### config.mk
export PLATFORM = sky130hd
export DESIGN_NAME = exclusive_time_profiler
export DESIGN_NICKNAME = d
export VERILOG_FILES = /design/src/sv/etp_pkg.sv /design/src/sv/exclusive_time_profiler.sv /design/src/sv/etp_ram.sv /design/src/sv/etp_front.sv /design/src/sv/etp_back.sv
export SDC_FILE = /design/constraint.sdc
export NUM_CORES = 2
export LEC_CHECK = 0
export BUFFER_PORTS_ARGS = -buffer_cell sky130_fd_sc_hd__buf_2
export CELL_PAD_IN_SITES_DETAIL_PLACEMENT = 0
export CELL_PAD_IN_SITES_GLOBAL_PLACEMENT = 1
export CORE_ASPECT_RATIO = 1.4
export CORE_UTILIZATION = 45
export DETAILED_ROUTE_END_ITERATION = 8
export GPL_TIMING_DRIVEN = 0
export PLACE_DENSITY_LB_ADDON = 0.1
export SYNTH_ARGS = -nofsm -noshare
export SYNTH_HDL_FRONTEND = slang
export SYNTH_SLANG_ARGS = --single-unit
### constraint.sdc
create_clock -name clock -period 9.8 [get_ports clock]
set_input_delay 0.49 -clock clock [delete_from_list [all_inputs] [get_ports clock]]
set_output_delay 0.49 -clock clock [all_outputs]
set_load 0.02 [all_outputs]
### src/sv/etp_pkg.sv
package etp_pkg;

   localparam int NUM_FUNCS = 16;
   localparam int STACK_DEPTH = 64;
   localparam int STACK_AW = $clog2(STACK_DEPTH);
   localparam int COUNT_W = $clog2(STACK_DEPTH + 1);
   localparam int TOT_IW = (NUM_FUNCS > 1) ? $clog2(NUM_FUNCS) : 1;
   localparam int DUMP_LIMIT = (NUM_FUNCS < 16) ? NUM_FUNCS : 16;
   localparam int QUEUE_DEPTH = 4;
   localparam int QUEUE_AW = $clog2(QUEUE_DEPTH);
   localparam int QUEUE_CW = $clog2(QUEUE_DEPTH + 1);

   localparam logic [4:0] FCOUNT_RESET = 5'd16;

   localparam logic KIND_ENTER = 1'b0;
   localparam logic KIND_EXIT = 1'b1;

   typedef struct packed {
      logic        kind;
      logic [3:0]  func_id;
      logic [31:0] timestamp;
      logic        last_event;
   } req_type;

   typedef struct packed {
      logic [3:0]  result_id;
      logic [31:0] total_time;
      logic        malformed;
      logic        last;
   } rsp_type;

   // Decoded event between the front and back parts. For an exit the base
   // time already carries the plus one, so both kinds credit base minus start.
   typedef struct packed {
      logic        is_exit;
      logic [3:0]  func_id;
      logic [32:0] base_time;
      logic        last_event;
   } event_type;

   typedef struct packed {
      logic [3:0]  id;
      logic [31:0] start;
   } stack_entry_type;

endpackage

### src/sv/exclusive_time_profiler.sv
// Channel   Ports                              Transaction when
// input     req_push, req_full, req_data       req_push high, req_full low
// result    rsp_empty, rsp_pop, rsp_data       rsp_pop high, rsp_empty low
// config    csr_valid, csr_ready, csr_data     csr_valid and csr_ready high
//
// Each enter or exit event in the back unit has a stack step (stack memory access
// and span compute), followed by the saturating totals update.
// An event marked last then emits function_count totals (at least one, at most 16),
// at one total per cycle while rsp_pop keeps up.
// A four-entry event queue ahead of the back unit absorbs short bursts.
// Reset is synchronous; it empties the queues and the stack, clears the totals and
// the error flag, and sets function_count to 16. No clearing pass follows it.
// A result left unpopped stalls the dump; the event queue then fills and raises req_full.
module exclusive_time_profiler (
   input  logic              clock,
   input  logic              reset,
   input  logic              req_push,
   output logic              req_full,
   input  etp_pkg::req_type  req_data,
   output logic              rsp_empty,
   input  logic              rsp_pop,
   output etp_pkg::rsp_type  rsp_data,
   input  logic              csr_valid,
   output logic              csr_ready,
   input  logic [4:0]        csr_data
);

   logic ev_valid;
   logic ev_pop;
   etp_pkg::event_type ev_data;

   etp_front u_front (
      .clock(clock),
      .reset(reset),
      .req_push(req_push),
      .req_full(req_full),
      .req_data(req_data),
      .ev_valid(ev_valid),
      .ev_pop(ev_pop),
      .ev_data(ev_data)
   );

   etp_back u_back (
      .clock(clock),
      .reset(reset),
      .ev_valid(ev_valid),
      .ev_pop(ev_pop),
      .ev_data(ev_data),
      .rsp_empty(rsp_empty),
      .rsp_pop(rsp_pop),
      .rsp_data(rsp_data),
      .csr_valid(csr_valid),
      .csr_ready(csr_ready),
      .csr_data(csr_data)
   );

endmodule

### src/sv/etp_ram.sv
module etp_ram #(
   parameter int WIDTH = 36,
   parameter int DEPTH = 64
) (
   input  logic                     clock,
   input  logic                     wr_en,
   input  logic [$clog2(DEPTH)-1:0] wr_addr,
   input  logic [WIDTH-1:0]         wr_data,
   input  logic                     rd_en,
   input  logic [$clog2(DEPTH)-1:0] rd_addr,
   output logic [WIDTH-1:0]         rd_data
);

   logic [WIDTH-1:0] mem_ff [DEPTH];
   logic [WIDTH-1:0] rd_data_ff;

   always_ff @(posedge clock) begin
      if (wr_en) begin
         mem_ff[wr_addr] <= wr_data;
      end
      if (rd_en) begin
         rd_data_ff <= mem_ff[rd_addr];
      end
   end

   assign rd_data = rd_data_ff;

endmodule

### src/sv/etp_front.sv
module etp_front (
   input  logic                clock,
   input  logic                reset,
   input  logic                req_push,
   output logic                req_full,
   input  etp_pkg::req_type    req_data,
   output logic                ev_valid,
   input  logic                ev_pop,
   output etp_pkg::event_type  ev_data
);

   etp_pkg::event_type queue_ff [etp_pkg::QUEUE_DEPTH];
   logic [etp_pkg::QUEUE_AW-1:0] wr_ptr_ff, wr_ptr_in;
   logic [etp_pkg::QUEUE_AW-1:0] rd_ptr_ff, rd_ptr_in;
   logic [etp_pkg::QUEUE_CW-1:0] count_ff, count_in;
   etp_pkg::event_type ev_new;
   logic push_ok;
   logic pop_ok;

   always_comb begin
      ev_new.is_exit = (req_data.kind == etp_pkg::KIND_EXIT);
      ev_new.func_id = req_data.func_id;
      ev_new.base_time = {1'b0, req_data.timestamp} + 33'(ev_new.is_exit);
      ev_new.last_event = req_data.last_event;
   end

   assign req_full = (count_ff == etp_pkg::QUEUE_CW'(etp_pkg::QUEUE_DEPTH));
   assign ev_valid = (count_ff != '0);
   assign ev_data = queue_ff[rd_ptr_ff];
   assign push_ok = req_push && !req_full;
   assign pop_ok = ev_pop && ev_valid;

   always_comb begin
      wr_ptr_in = wr_ptr_ff;
      rd_ptr_in = rd_ptr_ff;
      count_in = count_ff;
      if (push_ok) begin
         wr_ptr_in = (wr_ptr_ff == etp_pkg::QUEUE_AW'(etp_pkg::QUEUE_DEPTH - 1)) ?
                     '0 : wr_ptr_ff + 1'b1;
      end
      if (pop_ok) begin
         rd_ptr_in = (rd_ptr_ff == etp_pkg::QUEUE_AW'(etp_pkg::QUEUE_DEPTH - 1)) ?
                     '0 : rd_ptr_ff + 1'b1;
      end
      if (push_ok && !pop_ok) begin
         count_in = count_ff + 1'b1;
      end else if (pop_ok && !push_ok) begin
         count_in = count_ff - 1'b1;
      end
   end

   always_ff @(posedge clock) begin
      if (reset) begin
         wr_ptr_ff <= '0;
         rd_ptr_ff <= '0;
         count_ff <= '0;
      end else begin
         wr_ptr_ff <= wr_ptr_in;
         rd_ptr_ff <= rd_ptr_in;
         count_ff <= count_in;
      end
      if (push_ok) begin
         queue_ff[wr_ptr_ff] <= ev_new;
      end
   end

   a_count_up: assert property (@(posedge clock) disable iff (reset)
      (push_ok && !pop_ok) |=> (count_ff == $past(count_ff) + 1'b1))
      else $error("Event queue count did not follow an accepted transaction.");

endmodule

### src/sv/etp_back.sv
module etp_back (
   input  logic                clock,
   input  logic                reset,
   input  logic                ev_valid,
   output logic                ev_pop,
   input  etp_pkg::event_type  ev_data,
   output logic                rsp_empty,
   input  logic                rsp_pop,
   output etp_pkg::rsp_type    rsp_data,
   input  logic                csr_valid,
   output logic                csr_ready,
   input  logic [4:0]          csr_data
);

   typedef enum logic [1:0] {
      ST_EXEC,
      ST_CREDIT,
      ST_DUMP
   } state_type;

   localparam int ENTRY_W = $bits(etp_pkg::stack_entry_type);

   state_type state_ff, state_in;
   logic [etp_pkg::COUNT_W-1:0] count_ff, count_in;
   logic [3:0] top_id_ff, top_id_in;
   logic [31:0] top_start_ff, top_start_in;
   logic err_ff, err_in;
   logic credit_en_ff, credit_en_in;
   logic [etp_pkg::TOT_IW-1:0] credit_id_ff, credit_id_in;
   logic [32:0] amount_ff, amount_in;
   logic pop_load_ff, pop_load_in;
   logic [31:0] new_start_ff, new_start_in;
   logic last_ff, last_in;
   logic [3:0] idx_ff, idx_in;
   logic [31:0] totals_ff [etp_pkg::NUM_FUNCS];
   logic [31:0] totals_in [etp_pkg::NUM_FUNCS];
   logic out_valid_ff, out_valid_in;
   etp_pkg::rsp_type out_data_ff, out_data_in;
   logic [4:0] fcount_ff;

   logic ram_wr_en;
   logic [etp_pkg::STACK_AW-1:0] ram_wr_addr;
   etp_pkg::stack_entry_type ram_wr_data;
   logic ram_rd_en;
   logic [etp_pkg::STACK_AW-1:0] ram_rd_addr;
   logic [ENTRY_W-1:0] ram_rd_raw;
   etp_pkg::stack_entry_type ram_rd_data;

   logic [33:0] diff;
   logic [32:0] span;
   logic [etp_pkg::TOT_IW-1:0] tot_raddr;
   logic [31:0] tot_rdata;
   logic [33:0] sum;
   logic [4:0] dump_n;
   logic dump_beat;
   logic dump_final;

   etp_ram #(
      .WIDTH(ENTRY_W),
      .DEPTH(etp_pkg::STACK_DEPTH)
   ) u_stack (
      .clock(clock),
      .wr_en(ram_wr_en),
      .wr_addr(ram_wr_addr),
      .wr_data(ram_wr_data),
      .rd_en(ram_rd_en),
      .rd_addr(ram_rd_addr),
      .rd_data(ram_rd_raw)
   );

   assign ram_rd_data = etp_pkg::stack_entry_type'(ram_rd_raw);
   assign csr_ready = 1'b1;
   assign rsp_empty = !out_valid_ff;
   assign rsp_data = out_data_ff;

   // A function count of zero dumps one total; a large one is capped.
   always_comb begin
      if (fcount_ff == '0) begin
         dump_n = 5'd1;
      end else if (fcount_ff > 5'(etp_pkg::DUMP_LIMIT)) begin
         dump_n = 5'(etp_pkg::DUMP_LIMIT);
      end else begin
         dump_n = fcount_ff;
      end
   end

   assign tot_raddr = (state_ff == ST_DUMP) ? etp_pkg::TOT_IW'(idx_ff) : credit_id_ff;
   assign tot_rdata = totals_ff[tot_raddr];
   assign sum = {2'b00, tot_rdata} + {1'b0, amount_ff};
   assign diff = {1'b0, ev_data.base_time} - {2'b00, top_start_ff};
   assign span = (diff[33] || (diff[32:0] == '0)) ? '0 : diff[32:0];
   assign dump_beat = (state_ff == ST_DUMP) && (!out_valid_ff || rsp_pop);
   assign dump_final = ({1'b0, idx_ff} == dump_n - 5'd1);

   always_comb begin
      state_in = state_ff;
      count_in = count_ff;
      top_id_in = top_id_ff;
      top_start_in = top_start_ff;
      err_in = err_ff;
      credit_en_in = credit_en_ff;
      credit_id_in = credit_id_ff;
      amount_in = amount_ff;
      pop_load_in = pop_load_ff;
      new_start_in = new_start_ff;
      last_in = last_ff;
      idx_in = idx_ff;
      totals_in = totals_ff;
      out_valid_in = out_valid_ff && !rsp_pop;
      out_data_in = out_data_ff;
      ev_pop = 1'b0;
      ram_wr_en = 1'b0;
      ram_wr_addr = '0;
      ram_wr_data = '0;
      ram_rd_en = 1'b0;
      ram_rd_addr = '0;

      unique case (state_ff)
         ST_EXEC: begin
            if (ev_valid) begin
               ev_pop = 1'b1;
               last_in = ev_data.last_event;
               amount_in = span;
               credit_en_in = 1'b0;
               pop_load_in = 1'b0;
               if (!ev_data.is_exit) begin
                  // The running caller is credited even when the push is dropped.
                  credit_en_in = (count_ff != '0) && (int'(top_id_ff) < etp_pkg::NUM_FUNCS);
                  credit_id_in = etp_pkg::TOT_IW'(top_id_ff);
                  if (count_ff == etp_pkg::COUNT_W'(etp_pkg::STACK_DEPTH)) begin
                     err_in = 1'b1;
                  end else begin
                     if (count_ff != '0) begin
                        ram_wr_en = 1'b1;
                        ram_wr_addr = etp_pkg::STACK_AW'(count_ff - 1'b1);
                        ram_wr_data.id = top_id_ff;
                        ram_wr_data.start = top_start_ff;
                     end
                     top_id_in = ev_data.func_id;
                     top_start_in = ev_data.base_time[31:0];
                     count_in = count_ff + 1'b1;
                  end
               end else begin
                  if (count_ff == '0) begin
                     err_in = 1'b1;
                  end else begin
                     credit_en_in = (int'(ev_data.func_id) < etp_pkg::NUM_FUNCS);
                     credit_id_in = etp_pkg::TOT_IW'(ev_data.func_id);
                     count_in = count_ff - 1'b1;
                     new_start_in = ev_data.base_time[32] ? '1 : ev_data.base_time[31:0];
                     // The entry below the top comes back from memory next cycle.
                     if (count_ff > etp_pkg::COUNT_W'(1)) begin
                        ram_rd_en = 1'b1;
                        ram_rd_addr = etp_pkg::STACK_AW'(count_ff - 2'd2);
                        pop_load_in = 1'b1;
                     end
                  end
               end
               state_in = ST_CREDIT;
            end
         end
         ST_CREDIT: begin
            if (credit_en_ff) begin
               totals_in[credit_id_ff] = (sum[33:32] != 2'b00) ? '1 : sum[31:0];
            end
            if (pop_load_ff) begin
               top_id_in = ram_rd_data.id;
               top_start_in = new_start_ff;
            end
            idx_in = '0;
            state_in = last_ff ? ST_DUMP : ST_EXEC;
         end
         ST_DUMP: begin
            if (dump_beat) begin
               out_valid_in = 1'b1;
               out_data_in.result_id = idx_ff;
               out_data_in.total_time = tot_rdata;
               out_data_in.malformed = err_ff;
               out_data_in.last = dump_final;
               if (dump_final) begin
                  for (int i = 0; i < etp_pkg::NUM_FUNCS; i++) begin
                     totals_in[i] = '0;
                  end
                  count_in = '0;
                  err_in = 1'b0;
                  state_in = ST_EXEC;
               end else begin
                  idx_in = idx_ff + 1'b1;
               end
            end
         end
         default: begin
            state_in = ST_EXEC;
         end
      endcase
   end

   always_ff @(posedge clock) begin
      if (reset) begin
         state_ff <= ST_EXEC;
         count_ff <= '0;
         err_ff <= 1'b0;
         credit_en_ff <= 1'b0;
         pop_load_ff <= 1'b0;
         last_ff <= 1'b0;
         idx_ff <= '0;
         out_valid_ff <= 1'b0;
         fcount_ff <= etp_pkg::FCOUNT_RESET;
         for (int i = 0; i < etp_pkg::NUM_FUNCS; i++) begin
            totals_ff[i] <= '0;
         end
      end else begin
         state_ff <= state_in;
         count_ff <= count_in;
         err_ff <= err_in;
         credit_en_ff <= credit_en_in;
         pop_load_ff <= pop_load_in;
         last_ff <= last_in;
         idx_ff <= idx_in;
         out_valid_ff <= out_valid_in;
         totals_ff <= totals_in;
         if (csr_valid && csr_ready) begin
            fcount_ff <= csr_data;
         end
      end
      top_id_ff <= top_id_in;
      top_start_ff <= top_start_in;
      credit_id_ff <= credit_id_in;
      amount_ff <= amount_in;
      new_start_ff <= new_start_in;
      out_data_ff <= out_data_in;
   end

   a_count_range: assert property (@(posedge clock) disable iff (reset)
      count_ff <= etp_pkg::COUNT_W'(etp_pkg::STACK_DEPTH))
      else $error("Stack count exceeds the stack depth.");

   a_pop_follows_read: assert property (@(posedge clock) disable iff (reset)
      ram_rd_en |=> (state_ff == ST_CREDIT) && pop_load_ff)
      else $error("Stack read was not followed by a top reload.");

   a_dump_clears: assert property (@(posedge clock) disable iff (reset)
      (dump_beat && dump_final) |=> (count_ff == '0) && !err_ff && (state_ff == ST_EXEC))
      else $error("State was not cleared after the last total.");

   a_rsp_from_dump: assert property (@(posedge clock) disable iff (reset)
      $rose(out_valid_ff) |-> $past(state_ff == ST_DUMP))
      else $error("A result appeared outside the totals dump.");

endmodule

Yosys cells after proc, flatten, opt, wreduce, memory -nomap -nowiden
Memory sizes are Yosys's and may differ from the RTL's. A register that Yosys moved wholly into a read port is not among the register bits.
Index checks and enable logic that the tools add are counted.
Widths: inputs -> output; s select.
{ "word_totals": {"ram_bits": 2460, "regBits": 685, "memories": 2, "in_bits": 48, "out_inout_bits": 41, "elab_cells": 203} }
{ "mem_list": {"columns": ["memory", "depth", "width", "rd", "rd_ports_with_merged_regs", "write_ports", "line", "source"], "rows": [
  ["u_back.u_stack.mem_ff", 64, 36, 1, 1, 1, "etp_ram.sv:14", "logic [WIDTH-1:0] mem_ff [DEPTH];"],
  ["u_front.queue_ff", 4, 39, 1, 1, 1, "etp_front.sv:12", "etp_pkg::event_type queue_ff [etp_pkg::QUEUE_DEPTH];"]
]} }
{ "op_classes": {"n_mux": 89, "reduce_logical": 35, "n_eq_ne": 20, "n_lt_le_gt_ge": 5, "bitwise_logic": 3, "addsub": 12} }
{ "op_table": {"columns": ["op", "n"], "rows": [
  ["$mux 512", 3],
  ["$pmux 512 s2", 1],
  ["$bwmux 512", 1],
  ["$mux 32", 8],
  ["$mux 36", 5],
  ["$bmux 32 s4", 1],
  ["$demux 32 s4", 1],
  ["$pmux 32 s2", 1],
  ["$mux 6", 10],
  ["$mux 7", 6],
  ["$mux 4", 9],
  ["$add 32x33->34", 1],
  ["$sub 33x32->34", 1],
  ["$add 32x1->33", 1],
  ["$logic_not 33->1", 1],
  ["$mux 1", 26],
  ["$mux 2", 8],
  ["$pmux 4 s2", 2],
  ["$pmux 7 s2", 1],
  ["$reduce_and 6->1", 2],
  ["$ge 5x5->1 const B", 2],
  ["$mux 5", 2],
  ["$ne 2x2->1 const B", 5],
  ["$not 4->5", 2],
  ["37 further kinds", 64]
]} }

Logic depth before layout (Yosys ltp)
{ "logic_depth": {"word_depth": 12, "mapped_depth": 25, "ltp_nobuf": 19} }

Cells and area by module
A second synthesis with hierarchy kept.
{ "hier_totals": {"cells_unflattened": 6933, "area_unflattened_um2": 125774.4} }
{ "by_module_without_submodules": {"columns": ["module", "cells_each", "seq_area_each_um2", "area_each_um2", "instances"], "rows": [
  ["etp_ram", 3798, 70267.4, 88361.0, 1],
  ["etp_back", 2793, 15004.4, 30708.2, 1],
  ["etp_front", 342, 4864.7, 6705.2, 1]
]} }

Worst setup path after synthesis
OpenSTA, ideal clock, no wires.
{ "synth_timing": {"kind": "register to register", "startpoint": "register u_back.state_ff[0]", "endpoint": "register u_back.totals_ff[380] (netlist name)", "stages_incl_launch_ff": 26, "t_arrival_ns": 5.444, "path_slack_ns": 4.239, "path_buffers": 6, "t_required_ns": 9.683, "synth_period_minus_slack_ns": 5.561, "setup_time_ns": 0.117, "path_cell_list": "dfxtp_1 inv_1 ha_1 clkbuf_1 mux2i_1 buf_1 buf_1 mux4_2 and2_1 a211oi_1 a31oi_1 ha_1 inv_1 fa_1 nor2b_1 o31a_1 nor4_4 nor3_1 o21ai_2 a21oi_2 or3_1 buf_2 buf_6 a22o_4 buf_6 a22o_1"} }
{ "synth_between": {"elab_chain_len": 12, "word_cells_on_any_way": 19, "cone_classes": "1 x add/sub; 5 x eq/ne; 8 x mux; 1 x bitwise; 4 x reduce/logical"} }
{ "synth_lines": {"columns": ["element", "line", "source"], "rows": [
  ["start, declared", "etp_back.sv:23", "state_type state_ff, state_in;"],
  ["start signal, assigned", "etp_back.sv:213", "state_ff <= state_in;"],
  ["$eq 2x2->1 *", "etp_back.sv:87", "assign tot_raddr = (state_ff == ST_DUMP) ? etp_pkg::TOT_IW'(idx_ff) : credit_id_ff;"],
  ["$mux 4 *", "etp_back.sv:87", null],
  ["$not 4->5 (implied by the code) *", "etp_back.sv:88", "assign tot_rdata = totals_ff[tot_raddr];"],
  ["$bmux 32 s4 *", "etp_back.sv:88", null],
  ["$mux 32 (implied by the code) * (2 in a row)", "etp_back.sv:88", null],
  ["via u_back.tot_rdata[0]", "etp_back.sv:52", "logic [31:0] tot_rdata;"],
  ["$add 32x33->34 *", "etp_back.sv:89", "assign sum = {2'b00, tot_rdata} + {1'b0, amount_ff};"],
  ["$reduce_bool 2->1", "etp_back.sv:164", "totals_in[credit_id_ff] = (sum[33:32] != 2'b00) ? '1 : sum[31:0];"],
  ["$mux 32 *", "etp_back.sv:164", null],
  ["$bwmux 512 *", "etp_back.sv:164", null],
  ["$mux 512 *", "etp_back.sv:163", "if (credit_en_ff) begin"],
  ["$pmux 512 s2 *", "etp_back.sv:118", "unique case (state_ff)"],
  ["end signal, assigned", "etp_back.sv:221", "totals_ff <= totals_in;"],
  ["end, declared", "etp_back.sv:35", "logic [31:0] totals_ff [etp_pkg::NUM_FUNCS];"]
]} }
Mark *: on every way through the listed nets, which the timed path passes. The rest lies on a longest branch. The select of a mux whose other input is x is not followed.
A chain may end at the register's enable or synchronous reset.

Worst setup path in the final report
{ "layout_timing": {"startpoint": "register u_back.state_ff[0]", "endpoint": "register u_back.totals_ff[319] (netlist name)"} }
The elaborated chain is that of the path after synthesis.

==> out/metrics.yaml <==
ant_nets: 0
rows: 141
root_buffer: "clkbuf_16"
synth-main-ff-cell: "edfxtp_1"
worstMarginPinSlew_ps: 1340
nFillCells: 9631
grt_pass1_wl_um: 219000
track_usage_pct: 27.4
synth_edf_count: 559
fin_skew_ps: 38.9
crit_slowest_cell: "a31oi_1"
gp_congestion: 0.938
setup_viol: 0
critical_path_arrival_ps: 9770
reg2reg_depth: 22
dpl.hpwl_um: 111000
crit_required_ps: 10360
grt_pass1_vias: 34100
drt_iter0_drc: 2459
drt_pass1_iterations: 7
ir_worst_vdd_uv: 171
critical_path_class: "register to register"
cts.path.max_buffers: 3
synth.avg_cell_area_um2: 11.3
crit_family: "buffers and inverters"
wire_per_inst_um: 25.1
die_y_um: 389
overflow: 0
drc_errors: 0
slew_violations: 0
drive_gt1_share_pct: 13.7
clock.fmax_mhz: 109
portBuffers: 86
tns_ps: 0
hold_violations: 0
synth_cells: 4247
yosysWarnings: 0
core_um2: 106000
total_power_w: 0.0174
synth_nets: 4382
nets: 4598
start_util_pct: 45.5
synth_area_um2: 48200
cp_common_cell: "clkbuf_1"
p_per_area_nw_per_um2: 322
mostFrequentLayoutCell: "nand2_1"
area_growth_pct: 12.3
vias: 33900
rsz0062_at_grt: "false"
ys_types: 86
whs_path_depth: 1
crit_buf_inv: 7
crit_path_max_fanout: 10
ys_seq_elements: 1103
die_x_um: 279
ys_async_sr_fraction_pct: 0
min_path_type: "input port to register"
crit_chain: "inv_1 > ha_1 > clkbuf_1 > mux2i_1 > buf_1 > buf_1 > clkbuf_1 > mux4_2 > nand2_1 > a31oi_1 > ha_1 > nand3_1 > a21oi_1 > a21oi_1 > a211oi_1 > o41a_1 > nand2_1 > o2111ai_2 > buf_4 > a21oi_2 > clkbuf_1 > o21ai_0"
io_pins: 89
clk_latency_ps: 720
seq_area_frac_synth_pct: 57.5
drv_cap: 0
clock-sinks: 1103
tritoncts: "done"
p_leak_nw: 18.6
maxSlewHeadroom_pct: 10.3
cts.repair.resized: 0
slowest_delay_ps: 1040
crit_path_start_kind: "register"
min_period_ps: 9210
vias_per_cell: 5.74
antenna_found_initial: 3
critical_path.endpoint_type: "register"
layout_common_cells: "698 x nand2_1, 559 x edfxtp_1, 544 x dfxtp_1"
fin_crit_sh_pct: 93.9
die_area_um2: 108000
htreeDepth: 3
synth_area_leaders: "edfxtp_1 35%, dfxtp_1 23%, mux4_2 8.4%"
path_clk_slew_ps: 60
crit_cells: 22
synth_top_area_cell: "edfxtp_1"
wirelength_um: 148000
status: "finished clean"
grt_max_degree: 47
netlist.area_leader.share_pct: 34.9
cts_inserted_buffers: 107
final cells by class:
class                           count  area [um^2]  share of cell area [%]
Timing Repair Buffer              107          761                    1.41
Inverter                           67          251                   0.465
Clock inverter                     55          480                   0.889
Multi-Input combinational cell   2782        19100                    35.3
Buffer                            295         1210                    2.24
Sequential cell                  1103        27700                    51.2
Antenna cell                        1         2.50                 0.00463
Clock buffer                      144         2930                    5.41
Tap cell                         1358         1700                    3.14
per-stage QoR:
stage                     worst slack, ps  area (um^2)  std cells  hold WS, ps  utilization, %
after global routing                  307        54100       5911         29.0            51.1
after CTS                             781        54100       5910         3.28            51.1
final                                 593        54100       5912         46.6            51.1
after floorplan                      4240        48200       4247          403               -
after global placement                875        50300       5691          428            47.5
after detailed placement              795        50600       5703          437            47.8
power by group:
part           internal (W)  total, W  switching (W)  leakage, nW
Clock               0.00228   0.00407        0.00179         1.66
Combinational       0.00237   0.00768        0.00531         7.42
Sequential          0.00553   0.00569       0.000157         9.53
logic make-up after synthesis:
family / count (synthesis) / share of synthesized area [%]
AND/OR/NAND/NOR: 1325 / 12.1
flip-flops: 1103 / 57.5
AO/OA/AOI/OAI: 979 / 12.4
buffers and inverters: 362 / 3.04
multiplexers: 295 / 10.9
XOR/XNOR: 95 / 1.73
adder cells (fa/ha/maj): 87 / 2.31
other: 1 / 0.00779
cell usage after synthesis, drive strengths merged, types with 34 or more instances:
master / count
a211oi: 48
a21oi: 155
a31oi: 57
and2: 49
buf: 62
clkbuf: 233
dfxtp: 544
edfxtp: 559
ha: 84
inv: 67
mux2: 52
mux2i: 63
mux4: 180
nand2: 698
nand3: 81
nand4: 47
nor2: 251
nor3: 44
o211ai: 48
o21ai: 524
or2: 37
xnor2: 61
xor2: 34
repair_timing:
item,in CTS,in global routing
hold buffers,8,0
buffers inserted,0,0
hold endpoints to repair,20,0
final timing paths:
path | from | endpoint | slack (ps)
setup / recovery | u_back.state_ff[0] | u_back.totals_ff[319] | 590
hold / removal | req_data[33] | u_front.queue_ff[1][34] | 50
setup reg to reg | u_back.state_ff[0] | u_back.totals_ff[319] | 590
hold reg to reg | u_back.totals_ff[291] | u_back.totals_ff[291] | 450
sequential cells by signal (all words and copies together), names as in the netlist, 7 cells and up, named ones only:
register               count
u_front.queue_ff         156
u_back.rsp_data           38
u_back.count_ff            7
u_back.totals_ff         512
u_back.u_stack.mem_ff    256
u_back.top_start_ff       32
u_back.new_start_ff       32
u_back.amount_ff          33
layer usage:
layer  vias to the layer above  share of wire (%)  track usage (%)
met5                         -             0.0088                0
met4                         2                5.2             13.9
met3                       310                4.5             3.14
met2                       978                 50             48.4
met1                     16700                 40             32.9
li1                      15900                  -                -
No activity file was read; power rests on OpenSTA's default activity.
